<file path="src/sir_pkg.sv">
`timescale 1ns / 1ps

package sir_pkg;

    localparam int unsigned GROUP_BYTES = 8;
    localparam int unsigned GRP_POS_W   = (GROUP_BYTES > 1) ? $clog2(GROUP_BYTES) : 1;

    localparam int unsigned ADDR_W      = 32;
    localparam int unsigned LEN_W       = 32;
    localparam int unsigned BYTE_W      = 8;
    localparam int unsigned EV_W        = 3;
    localparam int unsigned ACK_W       = 2;
    localparam int unsigned RETRY_W     = 4;
    localparam int unsigned HDR_CNT_W   = 3;
    localparam int unsigned CFG_INDEX_W = 4;
    localparam int unsigned CFG_DATA_W  = 32;

    localparam logic [ADDR_W-1:0]  LOAD_BASE_RST   = 32'h0008_0000;
    localparam logic [RETRY_W-1:0] RETRY_LIMIT_RST = 4'd5;

    localparam logic [HDR_CNT_W-1:0] HDR_LAST_BYTE = 3'd4;
    localparam logic [HDR_CNT_W-1:0] HDR_LEN_BYTES = 3'd4;

    // configuration register indexes
    localparam logic [CFG_INDEX_W-1:0] CFG_LOAD_BASE   = 4'd0;
    localparam logic [CFG_INDEX_W-1:0] CFG_RETRY_LIMIT = 4'd1;

    // event codes
    localparam logic [EV_W-1:0] EV_STORE      = 3'd0;
    localparam logic [EV_W-1:0] EV_GROUP_OK   = 3'd1;
    localparam logic [EV_W-1:0] EV_RETRY      = 3'd2;
    localparam logic [EV_W-1:0] EV_ABORT      = 3'd3;
    localparam logic [EV_W-1:0] EV_HEADER_ERR = 3'd4;
    localparam logic [EV_W-1:0] EV_COMPLETE   = 3'd5;

    // ack codes
    localparam logic [ACK_W-1:0] ACK_OK     = 2'd0;
    localparam logic [ACK_W-1:0] ACK_RESEND = 2'd1;
    localparam logic [ACK_W-1:0] ACK_ABORT  = 2'd2;

    localparam int unsigned RES_FIFO_DEPTH = 4;
    localparam int unsigned RES_PTR_W      = $clog2(RES_FIFO_DEPTH);
    localparam int unsigned RES_CNT_W      = $clog2(RES_FIFO_DEPTH + 1);

    typedef enum logic [4:0] {
        PH_HEADER = 5'b00001,
        PH_DATA   = 5'b00010,
        PH_CHECK  = 5'b00100,
        PH_DONE   = 5'b01000,
        PH_STOP   = 5'b10000
    } phase_t;

    typedef struct packed {
        logic [EV_W-1:0]   ev;
        logic [ADDR_W-1:0] addr;
        logic [BYTE_W-1:0] data;
        logic [ACK_W-1:0]  ack;
        logic [LEN_W-1:0]  len;
        logic              last;
    } res_t;

    typedef struct packed {
        logic [1:0] count;
        res_t       res_a;
        res_t       res_b;
    } step_res_t;

endpackage

</file>
<file path="src/serial_image_receiver_core.sv">
`timescale 1ns / 1ps
// channel   signals                                  direction  role
// in        in_valid, in_stall, rx_byte              in         one link byte per request
// out       out_valid, out_stall, event_res,         out        one event per request
//           store_address, store_data, ack_byte,
//           image_length, last
// cfg       cfg_valid, cfg_ready, cfg_index,         in         register writes
//           cfg_data
//
// A byte is registered on accept and decoded once the result queue has room; its 0 to 2
// events then enter the 4-entry result queue together.
// One byte per cycle is sustained while out_stall is low and each byte yields at most one
// event; a byte that yields two (image end) fills two queue entries at once.
// Reset returns the receiver to the header phase and the registers to defaults.
// out_stall holds the queue head; the input stalls when the queue cannot take two.

module serial_image_receiver_core (
    input  logic                               clk,
    input  logic                               rst_n,
    input  logic                               in_valid,
    output logic                               in_stall,
    input  logic [sir_pkg::BYTE_W-1:0]         rx_byte,
    output logic                               out_valid,
    input  logic                               out_stall,
    output logic [sir_pkg::EV_W-1:0]           event_res,
    output logic [sir_pkg::ADDR_W-1:0]         store_address,
    output logic [sir_pkg::BYTE_W-1:0]         store_data,
    output logic [sir_pkg::ACK_W-1:0]          ack_byte,
    output logic [sir_pkg::LEN_W-1:0]          image_length,
    output logic                               last,
    input  logic                               cfg_valid,
    output logic                               cfg_ready,
    input  logic [sir_pkg::CFG_INDEX_W-1:0]    cfg_index,
    input  logic [sir_pkg::CFG_DATA_W-1:0]     cfg_data
);

    logic                           in_valid_reg, in_valid_next;
    logic [sir_pkg::BYTE_W-1:0]     rx_byte_reg;
    logic [sir_pkg::ADDR_W-1:0]     load_base_reg;
    logic [sir_pkg::RETRY_W-1:0]    retry_limit_reg;
    logic                           room;
    logic                           fire;
    logic                           in_accept;
    sir_pkg::step_res_t             step_res;
    sir_pkg::res_t                  head;

    assign cfg_ready = 1'b1;
    assign fire      = in_valid_reg && room;
    assign in_stall  = in_valid_reg && !room;
    assign in_accept = in_valid && !in_stall;

    always_comb
    begin
        if (in_accept)
            in_valid_next = 1'b1;
        else if (fire)
            in_valid_next = 1'b0;
        else
            in_valid_next = in_valid_reg;
    end

    always_ff @(posedge clk or negedge rst_n)
    begin
        if (!rst_n)
            in_valid_reg <= 1'b0;
        else
            in_valid_reg <= in_valid_next;
    end

    always_ff @(posedge clk)
    begin
        if (in_accept)
            rx_byte_reg <= rx_byte;
    end

    always_ff @(posedge clk or negedge rst_n)
    begin
        if (!rst_n)
        begin
            load_base_reg   <= sir_pkg::LOAD_BASE_RST;
            retry_limit_reg <= sir_pkg::RETRY_LIMIT_RST;
        end
        else if (cfg_valid && cfg_ready)
        begin
            unique case (cfg_index)
                sir_pkg::CFG_LOAD_BASE:   load_base_reg   <= cfg_data;
                sir_pkg::CFG_RETRY_LIMIT: retry_limit_reg <= cfg_data[sir_pkg::RETRY_W-1:0];
                default:                  ;  // drop writes to unknown indexes
            endcase
        end
    end

    sir_step u_step (
        .clk         (clk),
        .rst_n       (rst_n),
        .fire        (fire),
        .rx_byte     (rx_byte_reg),
        .load_base   (load_base_reg),
        .retry_limit (retry_limit_reg),
        .step_res    (step_res)
    );

    sir_res_fifo u_res_fifo (
        .clk        (clk),
        .rst_n      (rst_n),
        .push       (step_res),
        .pop        (!out_stall),
        .room       (room),
        .head_valid (out_valid),
        .head       (head)
    );

    assign event_res     = head.ev;
    assign store_address = head.addr;
    assign store_data    = head.data;
    assign ack_byte      = head.ack;
    assign image_length  = head.len;
    assign last          = head.last;

endmodule

</file>
<file path="src/sir_step.sv">
`timescale 1ns / 1ps

module sir_step (
    input  logic                             clk,
    input  logic                             rst_n,
    input  logic                             fire,
    input  logic [sir_pkg::BYTE_W-1:0]       rx_byte,
    input  logic [sir_pkg::ADDR_W-1:0]       load_base,
    input  logic [sir_pkg::RETRY_W-1:0]      retry_limit,
    output sir_pkg::step_res_t               step_res
);

    sir_pkg::phase_t                  phase_reg, phase_next;
    logic [sir_pkg::HDR_CNT_W-1:0]    hdr_cnt_reg, hdr_cnt_next;
    logic [sir_pkg::BYTE_W-1:0]       hdr_par_reg, hdr_par_next;
    logic [sir_pkg::LEN_W-1:0]        len_reg, len_next;
    logic [sir_pkg::LEN_W-1:0]        idx_reg, idx_next;
    logic [sir_pkg::GRP_POS_W-1:0]    gpos_reg, gpos_next;
    logic [sir_pkg::BYTE_W-1:0]       gchk_reg, gchk_next;
    logic [sir_pkg::RETRY_W-1:0]      fail_reg, fail_next;

    logic [sir_pkg::LEN_W-1:0]        idx_inc;
    logic [sir_pkg::BYTE_W-1:0]       par_new;
    logic [sir_pkg::LEN_W-1:0]        len_shift;

    assign idx_inc   = idx_reg + sir_pkg::LEN_W'(1);
    assign par_new   = hdr_par_reg ^ rx_byte;
    assign len_shift = (hdr_cnt_reg < sir_pkg::HDR_LEN_BYTES)
                       ? {len_reg[sir_pkg::LEN_W-sir_pkg::BYTE_W-1:0], rx_byte} : len_reg;

    always_comb
    begin
        phase_next   = phase_reg;
        hdr_cnt_next = hdr_cnt_reg;
        hdr_par_next = hdr_par_reg;
        len_next     = len_reg;
        idx_next     = idx_reg;
        gpos_next    = gpos_reg;
        gchk_next    = gchk_reg;
        fail_next    = fail_reg;
        step_res     = '0;

        unique case (phase_reg) inside
            sir_pkg::PH_HEADER:
            begin
                hdr_par_next = par_new;
                len_next     = len_shift;
                hdr_cnt_next = hdr_cnt_reg + sir_pkg::HDR_CNT_W'(1);
                if (hdr_cnt_reg == sir_pkg::HDR_LAST_BYTE)
                begin
                    if (par_new != '0)
                    begin
                        step_res.count        = 2'd1;
                        step_res.res_a.ev     = sir_pkg::EV_HEADER_ERR;
                        phase_next            = sir_pkg::PH_STOP;
                    end
                    else if (len_shift == '0)
                    begin
                        step_res.count        = 2'd1;
                        step_res.res_a.ev     = sir_pkg::EV_COMPLETE;
                        phase_next            = sir_pkg::PH_DONE;
                    end
                    else
                    begin
                        phase_next = sir_pkg::PH_DATA;
                    end
                end
            end
            sir_pkg::PH_DATA:
            begin
                step_res.count      = 2'd1;
                step_res.res_a.ev   = sir_pkg::EV_STORE;
                step_res.res_a.addr = load_base + idx_reg;
                step_res.res_a.data = rx_byte;
                gchk_next           = gchk_reg ^ rx_byte;
                idx_next            = idx_inc;
                if (gpos_reg == sir_pkg::GRP_POS_W'(sir_pkg::GROUP_BYTES - 1))
                begin
                    // group full: the check byte comes next, even at image end
                    gpos_next  = '0;
                    phase_next = sir_pkg::PH_CHECK;
                end
                else
                begin
                    gpos_next = gpos_reg + sir_pkg::GRP_POS_W'(1);
                    if (idx_inc >= len_reg)
                    begin
                        step_res.count     = 2'd2;
                        step_res.res_b.ev  = sir_pkg::EV_COMPLETE;
                        step_res.res_b.len = len_reg;
                        phase_next         = sir_pkg::PH_DONE;
                    end
                end
            end
            sir_pkg::PH_CHECK:
            begin
                step_res.count = 2'd1;
                if (rx_byte == gchk_reg)
                begin
                    fail_next         = '0;
                    gchk_next         = '0;
                    step_res.res_a.ev = sir_pkg::EV_GROUP_OK;
                    if (idx_reg >= len_reg)
                    begin
                        step_res.count     = 2'd2;
                        step_res.res_b.ev  = sir_pkg::EV_COMPLETE;
                        step_res.res_b.len = len_reg;
                        phase_next         = sir_pkg::PH_DONE;
                    end
                    else
                    begin
                        phase_next = sir_pkg::PH_DATA;
                    end
                end
                else if (fail_reg >= retry_limit)
                begin
                    step_res.res_a.ev  = sir_pkg::EV_ABORT;
                    step_res.res_a.ack = sir_pkg::ACK_ABORT;
                    phase_next         = sir_pkg::PH_STOP;
                end
                else
                begin
                    // rewind to the group start and clear the running check
                    fail_next          = fail_reg + sir_pkg::RETRY_W'(1);
                    idx_next           = idx_reg - sir_pkg::LEN_W'(sir_pkg::GROUP_BYTES);
                    gchk_next          = '0;
                    step_res.res_a.ev  = sir_pkg::EV_RETRY;
                    step_res.res_a.ack = sir_pkg::ACK_RESEND;
                    phase_next         = sir_pkg::PH_DATA;
                end
            end
            sir_pkg::PH_DONE, sir_pkg::PH_STOP:
            begin
                phase_next = phase_reg;
            end
            default:
            begin
                phase_next = phase_reg;
            end
        endcase

        if (step_res.count == 2'd2)
            step_res.res_b.last = 1'b1;
        else if (step_res.count == 2'd1)
            step_res.res_a.last = 1'b1;

        if (!fire)
            step_res.count = 2'd0;
    end

    always_ff @(posedge clk or negedge rst_n)
    begin
        if (!rst_n)
        begin
            phase_reg   <= sir_pkg::PH_HEADER;
            hdr_cnt_reg <= '0;
            hdr_par_reg <= '0;
            len_reg     <= '0;
            idx_reg     <= '0;
            gpos_reg    <= '0;
            gchk_reg    <= '0;
            fail_reg    <= '0;
        end
        else if (fire)
        begin
            phase_reg   <= phase_next;
            hdr_cnt_reg <= hdr_cnt_next;
            hdr_par_reg <= hdr_par_next;
            len_reg     <= len_next;
            idx_reg     <= idx_next;
            gpos_reg    <= gpos_next;
            gchk_reg    <= gchk_next;
            fail_reg    <= fail_next;
        end
    end

endmodule

</file>
<file path="src/sir_res_fifo.sv">
`timescale 1ns / 1ps

module sir_res_fifo (
    input  logic               clk,
    input  logic               rst_n,
    input  sir_pkg::step_res_t push,
    input  logic               pop,
    output logic               room,
    output logic               head_valid,
    output sir_pkg::res_t      head
);

    sir_pkg::res_t                 entries_reg [sir_pkg::RES_FIFO_DEPTH];
    logic [sir_pkg::RES_PTR_W-1:0] wr_ptr_reg, wr_ptr_next;
    logic [sir_pkg::RES_PTR_W-1:0] rd_ptr_reg, rd_ptr_next;
    logic [sir_pkg::RES_CNT_W-1:0] count_reg, count_next;
    logic [sir_pkg::RES_PTR_W-1:0] wr_ptr_b;
    logic                          do_pop;

    assign head_valid = (count_reg != '0);
    assign head       = entries_reg[rd_ptr_reg];
    // leave space for the two results a single request can produce
    assign room       = (count_reg <= sir_pkg::RES_CNT_W'(sir_pkg::RES_FIFO_DEPTH - 2));
    assign do_pop     = pop && head_valid;
    assign wr_ptr_b   = wr_ptr_reg + sir_pkg::RES_PTR_W'(1);

    always_comb
    begin
        wr_ptr_next = wr_ptr_reg + sir_pkg::RES_PTR_W'(push.count);
        rd_ptr_next = do_pop ? rd_ptr_reg + sir_pkg::RES_PTR_W'(1) : rd_ptr_reg;
        count_next  = count_reg + sir_pkg::RES_CNT_W'(push.count)
                      - sir_pkg::RES_CNT_W'(do_pop);
    end

    always_ff @(posedge clk)
    begin
        if (push.count != 2'd0)
            entries_reg[wr_ptr_reg] <= push.res_a;
        if (push.count == 2'd2)
            entries_reg[wr_ptr_b] <= push.res_b;
    end

    always_ff @(posedge clk or negedge rst_n)
    begin
        if (!rst_n)
        begin
            wr_ptr_reg <= '0;
            rd_ptr_reg <= '0;
            count_reg  <= '0;
        end
        else
        begin
            wr_ptr_reg <= wr_ptr_next;
            rd_ptr_reg <= rd_ptr_next;
            count_reg  <= count_next;
        end
    end

endmodule

</file>
<file path="config.mk">
export PLATFORM = sky130hd
export DESIGN_NAME = serial_image_receiver_core
export DESIGN_NICKNAME = d
export VERILOG_FILES = /design/src/sir_pkg.sv /design/src/serial_image_receiver_core.sv /design/src/sir_step.sv /design/src/sir_res_fifo.sv
export SDC_FILE = /design/constraint.sdc
export NUM_CORES = 1
export LEC_CHECK = 0
export BUFFER_PORTS_ARGS = -buffer_cell sky130_fd_sc_hd__buf_2
export CAP_MARGIN = 40
export CORE_MARGIN = 2
export CORE_UTILIZATION = 56
export DETAILED_ROUTE_END_ITERATION = 16
export GPL_TIMING_DRIVEN = 0
export PLACE_DENSITY = 0.77
export SYNTH_ARGS = -nofsm -noshare
export SYNTH_HDL_FRONTEND = slang
export SYNTH_HIERARCHICAL = 1
export SYNTH_SLANG_ARGS = --single-unit
</file>
<file path="constraint.sdc">
create_clock -name clk -period 8.1 [get_ports clk]
set_input_delay 0.405 -clock clk [delete_from_list [all_inputs] [get_ports clk]]
set_output_delay 0.405 -clock clk [all_outputs]
set_load 0.02 [all_outputs]
</file>
After elaboration in Yosys (flattened, before gate mapping). Memories as Yosys holds them, arrays and structs flattened. Index checks and enable logic that the tools add are counted.

Flip-flop bits (word level): 147. Memory bits (writable): 312. Output and inout port bits: 81. Logic and storage cells: 126. Memories kept: 1.

$add $sub $neg: 11. Order comparisons: 5. Equality and inequality tests: 16. Multiplexer cells: 53. Bitwise logic cells: 2. Reductions and logical operators: 23.

Memories: u_res_fifo.entries_reg (depth 4, bits a word 78, rd ports 1, clocked after Yosys merged registers in 0, write ports 2, RTL line sir_res_fifo.sv:13) `sir_pkg::res_t entries_reg [sir_pkg::RES_FIFO_DEPTH];`.

Operators by type and width (count): $mux W32 (7); $pmux W32 S2 (2); $ge A32 B32 Y1 (2); $mux W40 (1); $mux W5 (8); $add A32 B1 Y32 const B (1); $add A32 B32 Y32 (1); $logic_not A32 Y1 (1); $sub A32 B4 Y32 const B (1); $pmux W5 S3 (2); $mux W4 (5); $mux W3 (6); $mux W2 (8); $mux W8 (2); $pmux W8 S2 (1); $xor A8 B8 Y8 (2); $mux W1 (10); $eq A8 B8 Y1 (1); $reduce_and A2 Y1 (4); $reduce_and A4 Y1 (2); $reduce_bool A8 Y1 (1); $add A3 B1 Y3 const B (2); $eq A3 B3 Y1 const B (2); $ne A2 B2 Y1 const B (3); 23 further kinds (35).

Longest topological paths before layout. Gate-level depths: netlist of run 1.

Depth after elaboration: 11. Gate-level depth with buffers: 22. Depth with buffers taken out: 20.

Modules after synthesis. Netlist of run 1, hierarchy kept.

Modules (own cells, without submodules): sir_res_fifo (instances 1, cells each 800, area each 15436.1 um^2, sequential area each 9544.2 um^2); sir_step (instances 1, cells each 1177, area each 9517.9 um^2, sequential area each 2378.5 um^2); serial_image_receiver_core (instances 1, cells each 95, area each 1705.4 um^2, sequential area each 1169.9 um^2).

Worst setup path after synthesis of run 1. OpenSTA, ideal clock, no wires.

Path type: flip-flop to flip-flop. From: register u_step/idx_reg[10] in the netlist's numbering. To: memory u_res_fifo/entries_reg[2][0] in the netlist's numbering (enable). Library setup time: 0.540 ns. Arrival time: 7.851 ns. Required time: 7.560 ns. Setup slack: -0.291 ns. Stages on the path, launching flop included: 19. Path buffers: 2. Cells stage by stage: dfrtp_1 buf_2 nand4_1 or4_4 or3_1 nor2_1 nand3_1 xnor2_1 ha_1 nand4_1 nor4_1 o21ai_0 a31oi_1 nor2_1 o21ai_0 a31oi_1 buf_2 or3b_2 a21oi_1.

RTL lines: start, declared (RTL line sir_step.sv:17) `logic [sir_pkg::LEN_W-1:0] idx_reg, idx_next;`; start signal, assigned (RTL line sir_step.sv:170) `idx_reg <= idx_next;`; end, declared (RTL line sir_res_fifo.sv:13).

==> results of run 1 <==
-- metal layers --
metal / GRT usage, % / vias up
met5: 0 / -
met4: 7.61 / 4
met3: 6.31 / 122
met2: 45.6 / 724
met1: 37.3 / 9074
li1: - / 8238
-- what timing repair did --
action	4_1_cts	5_1_grt
resized for setup	0	0
setup endpoints to repair	0	0
hold endpoints to repair	74	0
hold buffers	10	0
-- area by class of cell --
class,instances,area [um2]
plain buffers,193,1190
clock buffers,80,1550
clock inverters,12,92.6
fillers,3423,16300
inverters,62,233
multi-input cells,1432,12500
flip-flops and latches,459,13100
well taps,607,759
repair buffers,157,1110
-- Yosys cell counts, types with 40 or more instances --
cell / number
buf_4: 84
dfrtp_1: 135
xor2_1: 49
mux2_2: 334
ha_1: 111
a21oi_1: 97
mux4_2: 78
o21ai_0: 87
inv_1: 62
nand2_1: 100
clkbuf_1: 52
nor2_1: 88
nand3_1: 40
buf_2: 41
xnor2_1: 58
edfxtp_1: 320
-- final timing paths --
check | startpoint | end | slack, ns
max reg2reg | u_step/idx_reg[10]$_DFFE_PN0P_ | u_res_fifo/entries_reg[1][74]$_DFFE_PP_ | 1.23
max in group asynchronous | rst_n | u_step/idx_reg[27]$_DFFE_PN0P_ | 6.93
min reg2reg | u_step/phase_reg[4]$_DFFE_PN0P_ | u_step/phase_reg[4]$_DFFE_PN0P_ | 0.46
max | u_step/idx_reg[10]$_DFFE_PN0P_ | u_res_fifo/entries_reg[1][74]$_DFFE_PP_ | 1.23
min | cfg_data[6] | load_base_reg[6]$_DFFE_PN0P_ | 0.06
min in group asynchronous | rst_n | u_step/hdr_par_reg[2]$_DFFE_PN0P_ | 0.38
-- through the flow --
step	cell area (um2)	power [mW]	setup slack, ns	hold slack, ns	setup TNS (ns)
floorplan	26900	3.63	0.241	0.109	0
global placement	28300	4.04	-3.81	0.436	-753.11
global route	30500	6.53	1.10	0.0511	0
detailed placement	28700	4.07	1.53	0.441	0
CTS	30500	6.35	1.49	0.0399	0
finish	30500	6.30	1.23	0.0593	0
-- critical path, cell delays in order (launching register included) --
cell,delay [ns]
dfrtp_1,0.44
buf_2,0.28
nand4_1,0.19
or4_4,0.55
or3_1,0.39
nor2_1,0.34
nand3_1,0.15
xnor2_1,0.16
ha_1,0.31
nand4_1,0.19
nor4_1,0.42
o21ai_0,0.16
a31oi_1,0.25
nor2_1,0.10
o21ai_0,0.31
a31oi_1,0.27
buf_2,0.25
nor4b_4,0.85
buf_4,0.40
buf_6,0.22
mux2_1,0.36
-- where the power goes --
part | internal (mW) | total (mW) | switching (mW)
sequential | 2.57 | 2.62 | 0.0436
combinational | 0.588 | 1.41 | 0.821
clock | 1.34 | 2.28 | 0.932
total | 4.51 | 6.30 | 1.80
-- cells by family (layout without fill, tap and decap cells) --
logic type,Yosys count,count (layout)
AND/OR/NAND/NOR,406,406
multiplexers,441,441
XOR/XNOR,107,107
buffers and inverters,255,504
adder cells (fa/ha/maj),113,113
AO/OA/AOI/OAI,289,289
other,2,76
flip-flops,459,459
==> results.cfg, run 1 <==
[outcome]
outcome = complete, no violations

[logic_synthesis]
syn_inst = 2072
yosysTopAreaCellShare_pct = 36.0
synthAdderAreaFrac_pct = 5.36
ys_warn_count = 6
synth-compound-area-share_pct = 6.55
synth-async-reset-ratio_pct = 30.3
synthTopCellsByArea = edfxtp_1 (36%), mux2_2 (14%), dfrtp_1 (13%), mux4_2 (6.6%), ha_1 (5.2%)
syn_area_um2 = 26700
synth_edf_count = 320
synthMuxAreaShare_pct = 22.0
synthXorXnorAreaFrac_pct = 3.52
yosysUniqueCellTypes = 85
synth-main-ff-cell = edfxtp_1
yosys.area_share.simple_pct = 8.13
synth-seq-area-share_pct = 49.1
synth_top_family_by_area = multiplexers
avgSynthCellArea_um2 = 12.9
ys_ff_latch = 459
yosysTopAreaCell = edfxtp_1

[hold_path]
holdPathStages = 2
min_path_type = input pin to flip-flop

[floorplan]
core_um2 = 46800
die-area_um2 = 49400
die_w_um = 222
die_h_um = 222
rows = 79
floorplan.initialDensity_pct = 57.0
top_level_ports = 130

[setup_path]
crit_type = flip-flop to flip-flop
path_max_fanout = 10
r2r_cells = 20
crit_path_end_kind = flip-flop
arrival_ns = 7.20
critPathRequiredTime_ns = 8.42
start_kind = flip-flop

[global_routing]
track_usage_pct = 27.8
grt_pass1_wl_um = 106000
grt_max_degree = 72
grt_overflow = 0
antenna_found_initial = 1
grt_pass1_vias = 18693

[pwr]
peakVddDrop_mv = 0.250
p_leak_nw = 12.8
power_density_nw_per_um2 = 207

[cells_and_area]
final_cell_mix = mux2_2 (334), edfxtp_1 (320), buf_2 (170), dfrtp_1 (135), ha_1 (111)
drive_above_1_share_pct = 33.9
fin_cells = 3002
fin_util_pct = 65.2
diodes = 0
area_growth_pct = 14.4
layout_commonest_cell = mux2_2
nets = 2516
largest_register_ffs = 312

[detailed_routing]
drt_first_iter_violations = 1517
dr.max_layer_used = met5
drc = 0
ant_nets = 0
wl_met1_um = 28200
wl_um = 68000
drt-pass1-iter-count = 5
num_vias = 18162
wl_per_cell_um = 22.6
drt-vias-per-instance = 6.05
wl_met2_um = 32900
met3WireLength_um = 5270

[clock_network]
cts_made_buffers = 49
htreeDepth = 2
clk_latency_ns = 0.60
clk_pin_slew_worst_paths_ns = 0.06
clockBufferDepth = 3
root_buffer = clkbuf_16
cts_tree = done
post_cts_buffers = 0
clock_sinks = 459

[timing]
slew_violations = 0
timing.final.crit_share_pct = 84.9
clock.fmax_mhz = 145
hold_violations = 0
relSlewSlack_pct = 36.6
setup_viol = 0
rsz0062_at_grt = false
finClkSkew_ns = 0.0265
min_period_ns = 6.87
worst_slew_pin_slew_ns = 0.937

[flow_run]
drv_cap = 0

[placement]
dp_cells = 2899
dp_hpwl_um = 49000
portBuffers = 128
place_congestion = 0.940
Power figures use the tool's default switching activity.
==> inputs of run 2 (changes only) <==
- ABC_AREA: not set -> 1
- CORE_UTILIZATION: 56 -> 63
- PLACE_DENSITY: 0.77 -> 0.81
- clock period: 8.1 -> 6.69 ns (I/O delays scaled with it)
==> results.cfg, run 2 <==
[logic_synthesis]
yosysTopAreaCellShare_pct = 32.3
yosysTopAreaCell = edfxtp_1
syn_area_um2 = 29800
yosysUniqueCellTypes = 55
avgSynthCellArea_um2 = 7.47
synth-main-ff-cell = edfxtp_1
synth_common_cells = nand2_1 (1507), edfxtp_1 (320), nor2_1 (315)
synthTopCellsByArea = edfxtp_1 (32%), nand2_1 (19%), dfrtp_1 (11%), nand3_1 (5.2%), o21ai_0 (4.8%)
ys_ff_latch = 459
synth_edf_count = 320
syn_inst = 3983
synth.most_common_cell = nand2_1
synth-seq-area-share_pct = 44.0
ys_warn_count = 6
synth-async-reset-ratio_pct = 30.3

[hold_path]
min_from = cfg_data[11]
holdPathStages = 3
min_path_type = input pin to flip-flop
hold_end = load_base_reg[11]$_DFFE_PN0P_

[placement]
dp_hpwl_um = 67400
dp_cells = 4798
place_ws_ns = 0.250
placed_area_um2 = 31600
portBuffers = 128
place_congestion = 0.986

[global_routing]
grt_max_degree = 84
track_usage_pct = 38.0
grt_pass1_wl_um = 145000
antenna_found_initial = 1
grt_overflow = 0
grt_pass1_vias = 26265

[cells_and_area]
fin_cells = 4923
final_cell_mix = nand2_1 (1503), edfxtp_1 (320), nor2_1 (315), nand3_1 (311), inv_1 (294)
seq_area_um2 = 13100
fillerInstances = 3781
layout_commonest_cell = nand2_1
area_growth_pct = 12.7
nets = 4439
multi_input_area_um2 = 14200
design_area_um2 = 33500
drive_above_1_share_pct = 11.1
largest_register_ffs = 312
diodes = 0
fin_util_pct = 72.0

[timing]
timing.final.crit_share_pct = 94.2
min_period_ns = 6.30
hold_violations = 0
finalWorstSetupSlack_ns = 0.388
clock.fmax_mhz = 159
rsz0062_at_grt = false
holdWs_ns = 0.0106
finClkSkew_ns = 0.0159
slew_violations = 0
relSlewSlack_pct = 37.4
worst_slew_pin_slew_ns = 0.939
tns_ns = 0
setup_viol = 0

[clock_network]
clk_pin_slew_worst_paths_ns = 0.06
clk_latency_ns = 0.60
htreeDepth = 2
cts_made_buffers = 49
root_buffer = clkbuf_16
cts_tree = done
clock_sinks = 459
clockBufferDepth = 3

[detailed_routing]
drt-pass1-iter-count = 6
num_vias = 28011
ant_nets = 0
drt-vias-per-instance = 5.69
wl_um = 94000
wl_per_cell_um = 19.1
drc = 0
drt_first_iter_violations = 3194

[pwr]
peakVddDrop_mv = 0.284
p_clk_share_pct = 31.3
power_density_nw_per_um2 = 255
p_int_mw = 5.43
p_sw_share_pct = 36.4
power.switching_mw = 3.11
p_leak_nw = 16.5
p_total_mw = 8.54
power.share.combinational_pct = 31.3
pwr-share-seq_pct = 37.4

[setup_path]
arrival_ns = 6.56
r2r-end = u_res_fifo/entries_reg[3][31]$_DFFE_PP_
critPathRequiredTime_ns = 6.95
r2r-start = u_step/idx_reg[1]$_DFFE_PN0P_
r2r_cells = 23
path_max_fanout = 51
reg2reg_slack_ns = 0.39
crit_type = flip-flop to flip-flop
start_kind = flip-flop
crit_path_end_kind = flip-flop

[outcome]
outcome = complete, no violations

[floorplan]
die-area_um2 = 49000
core_um2 = 46600
rows = 79
die_h_um = 221
die_w_um = 221
floorplan.initialDensity_pct = 63.9
top_level_ports = 130

[flow_run]
drv_cap = 0
run 2: cell count changes after synthesis, sizes merged, moves of 56 or more:
| cell | previous run | this run |
|---|---|---|
| xnor2 | 58 | 2 |
| o21ai | 91 | 328 |
| inv | 62 | 307 |
| mux4 | 78 | 0 |
| nand3 | 41 | 316 |
| nand2 | 100 | 1513 |
| buf | 140 | 208 |
| mux2 | 360 | 0 |
| nor2 | 88 | 334 |
run 2: worst max-delay path, cell delays in order (launching register included):
cell and delay [ns]:
dfrtp_1 0.57, ha_1 0.43, nand3_2 0.14, nor2_1 0.15, nand2_1 0.15, nor2_1 0.27
xor2_1 0.40, inv_1 0.09, ha_1 0.28, nand2_1 0.06, nor2_1 0.17, nand3_1 0.14
a21oi_1 0.21, o21ai_0 0.15, nand3_1 0.13, nand3_1 0.27, a22oi_2 0.39, nand2_1 0.18
inv_2 0.11, buf_6 0.18, nand2_2 0.23, clkbuf_1 0.38, nand2_4 0.49, buf_16 0.31
run 2: area by class of cell:
class	instances	share of cell area, %
multi-input cells	3009	42.3
clock inverters	20	0.489
plain buffers	282	4.86
inverters	307	3.44
repair buffers	169	3.38
flip-flops and latches	459	39.0
well taps	607	2.26
clock buffers	70	4.19
run 2: cells by family after synthesis:
logic type	after synthesis	share of synthesized area, %
buffers and inverters	589	9.36
AOI/OAI and AO/OA	497	8.87
xor gates and xnor gates	54	1.59
DFF	459	44.0
and+or+nand+nor	2269	31.4
adders and majority gates	113	4.80
other	2	0.0252
run 2: worst max-delay path by stage:
stage | from | slack, ns | to
2_1_floorplan | u_step/idx_reg[1]$_DFFE_PN0P_ | 1.05 | u_res_fifo/entries_reg[1][0]$_DFFE_PP_
3_3_place_gp | u_step/idx_reg[1]$_DFFE_PN0P_ | -1.88 | u_res_fifo/entries_reg[0][24]$_DFFE_PP_
3_5_place_dp | u_step/idx_reg[1]$_DFFE_PN0P_ | 0.25 | u_res_fifo/entries_reg[1][24]$_DFFE_PP_
4_1_cts | u_step/idx_reg[1]$_DFFE_PN0P_ | 0.24 | u_res_fifo/entries_reg[1][52]$_DFFE_PP_
5_1_grt | u_step/idx_reg[0]$_DFFE_PN0P_ | 0.12 | u_res_fifo/entries_reg[3][43]$_DFFE_PP_
6_report | u_step/idx_reg[1]$_DFFE_PN0P_ | 0.39 | u_res_fifo/entries_reg[3][31]$_DFFE_PP_
run 2: repair_timing:
action	CTS	global route
hold endpoints to repair	88	0
gates resized for setup	0	2
endpoints found under the setup margin	0	141
setup buffers	0	1
hold buffers	34	0
run 2: power groups by stage:
stage / registers [mW] / clock network, mW / logic, mW
2_1_floorplan: 3.20 / 0 / 1.70
5_1_grt: 3.19 / 2.81 / 2.93
3_3_place_gp: 3.24 / 0 / 2.58
6_report: 3.19 / 2.67 / 2.67
3_5_place_dp: 3.24 / 0 / 2.61
4_1_cts: 3.19 / 2.69 / 2.65
run 2: metal layers:
layer  global-route usage, %  share of wire, %  vias to the layer above
met5                       0                 0                        -
met4                    16.5               4.5                        0
met3                    7.25                11                      246
met2                    60.7                46                     1593
met1                    50.9                39                    12734
li1                        -                 -                    13438
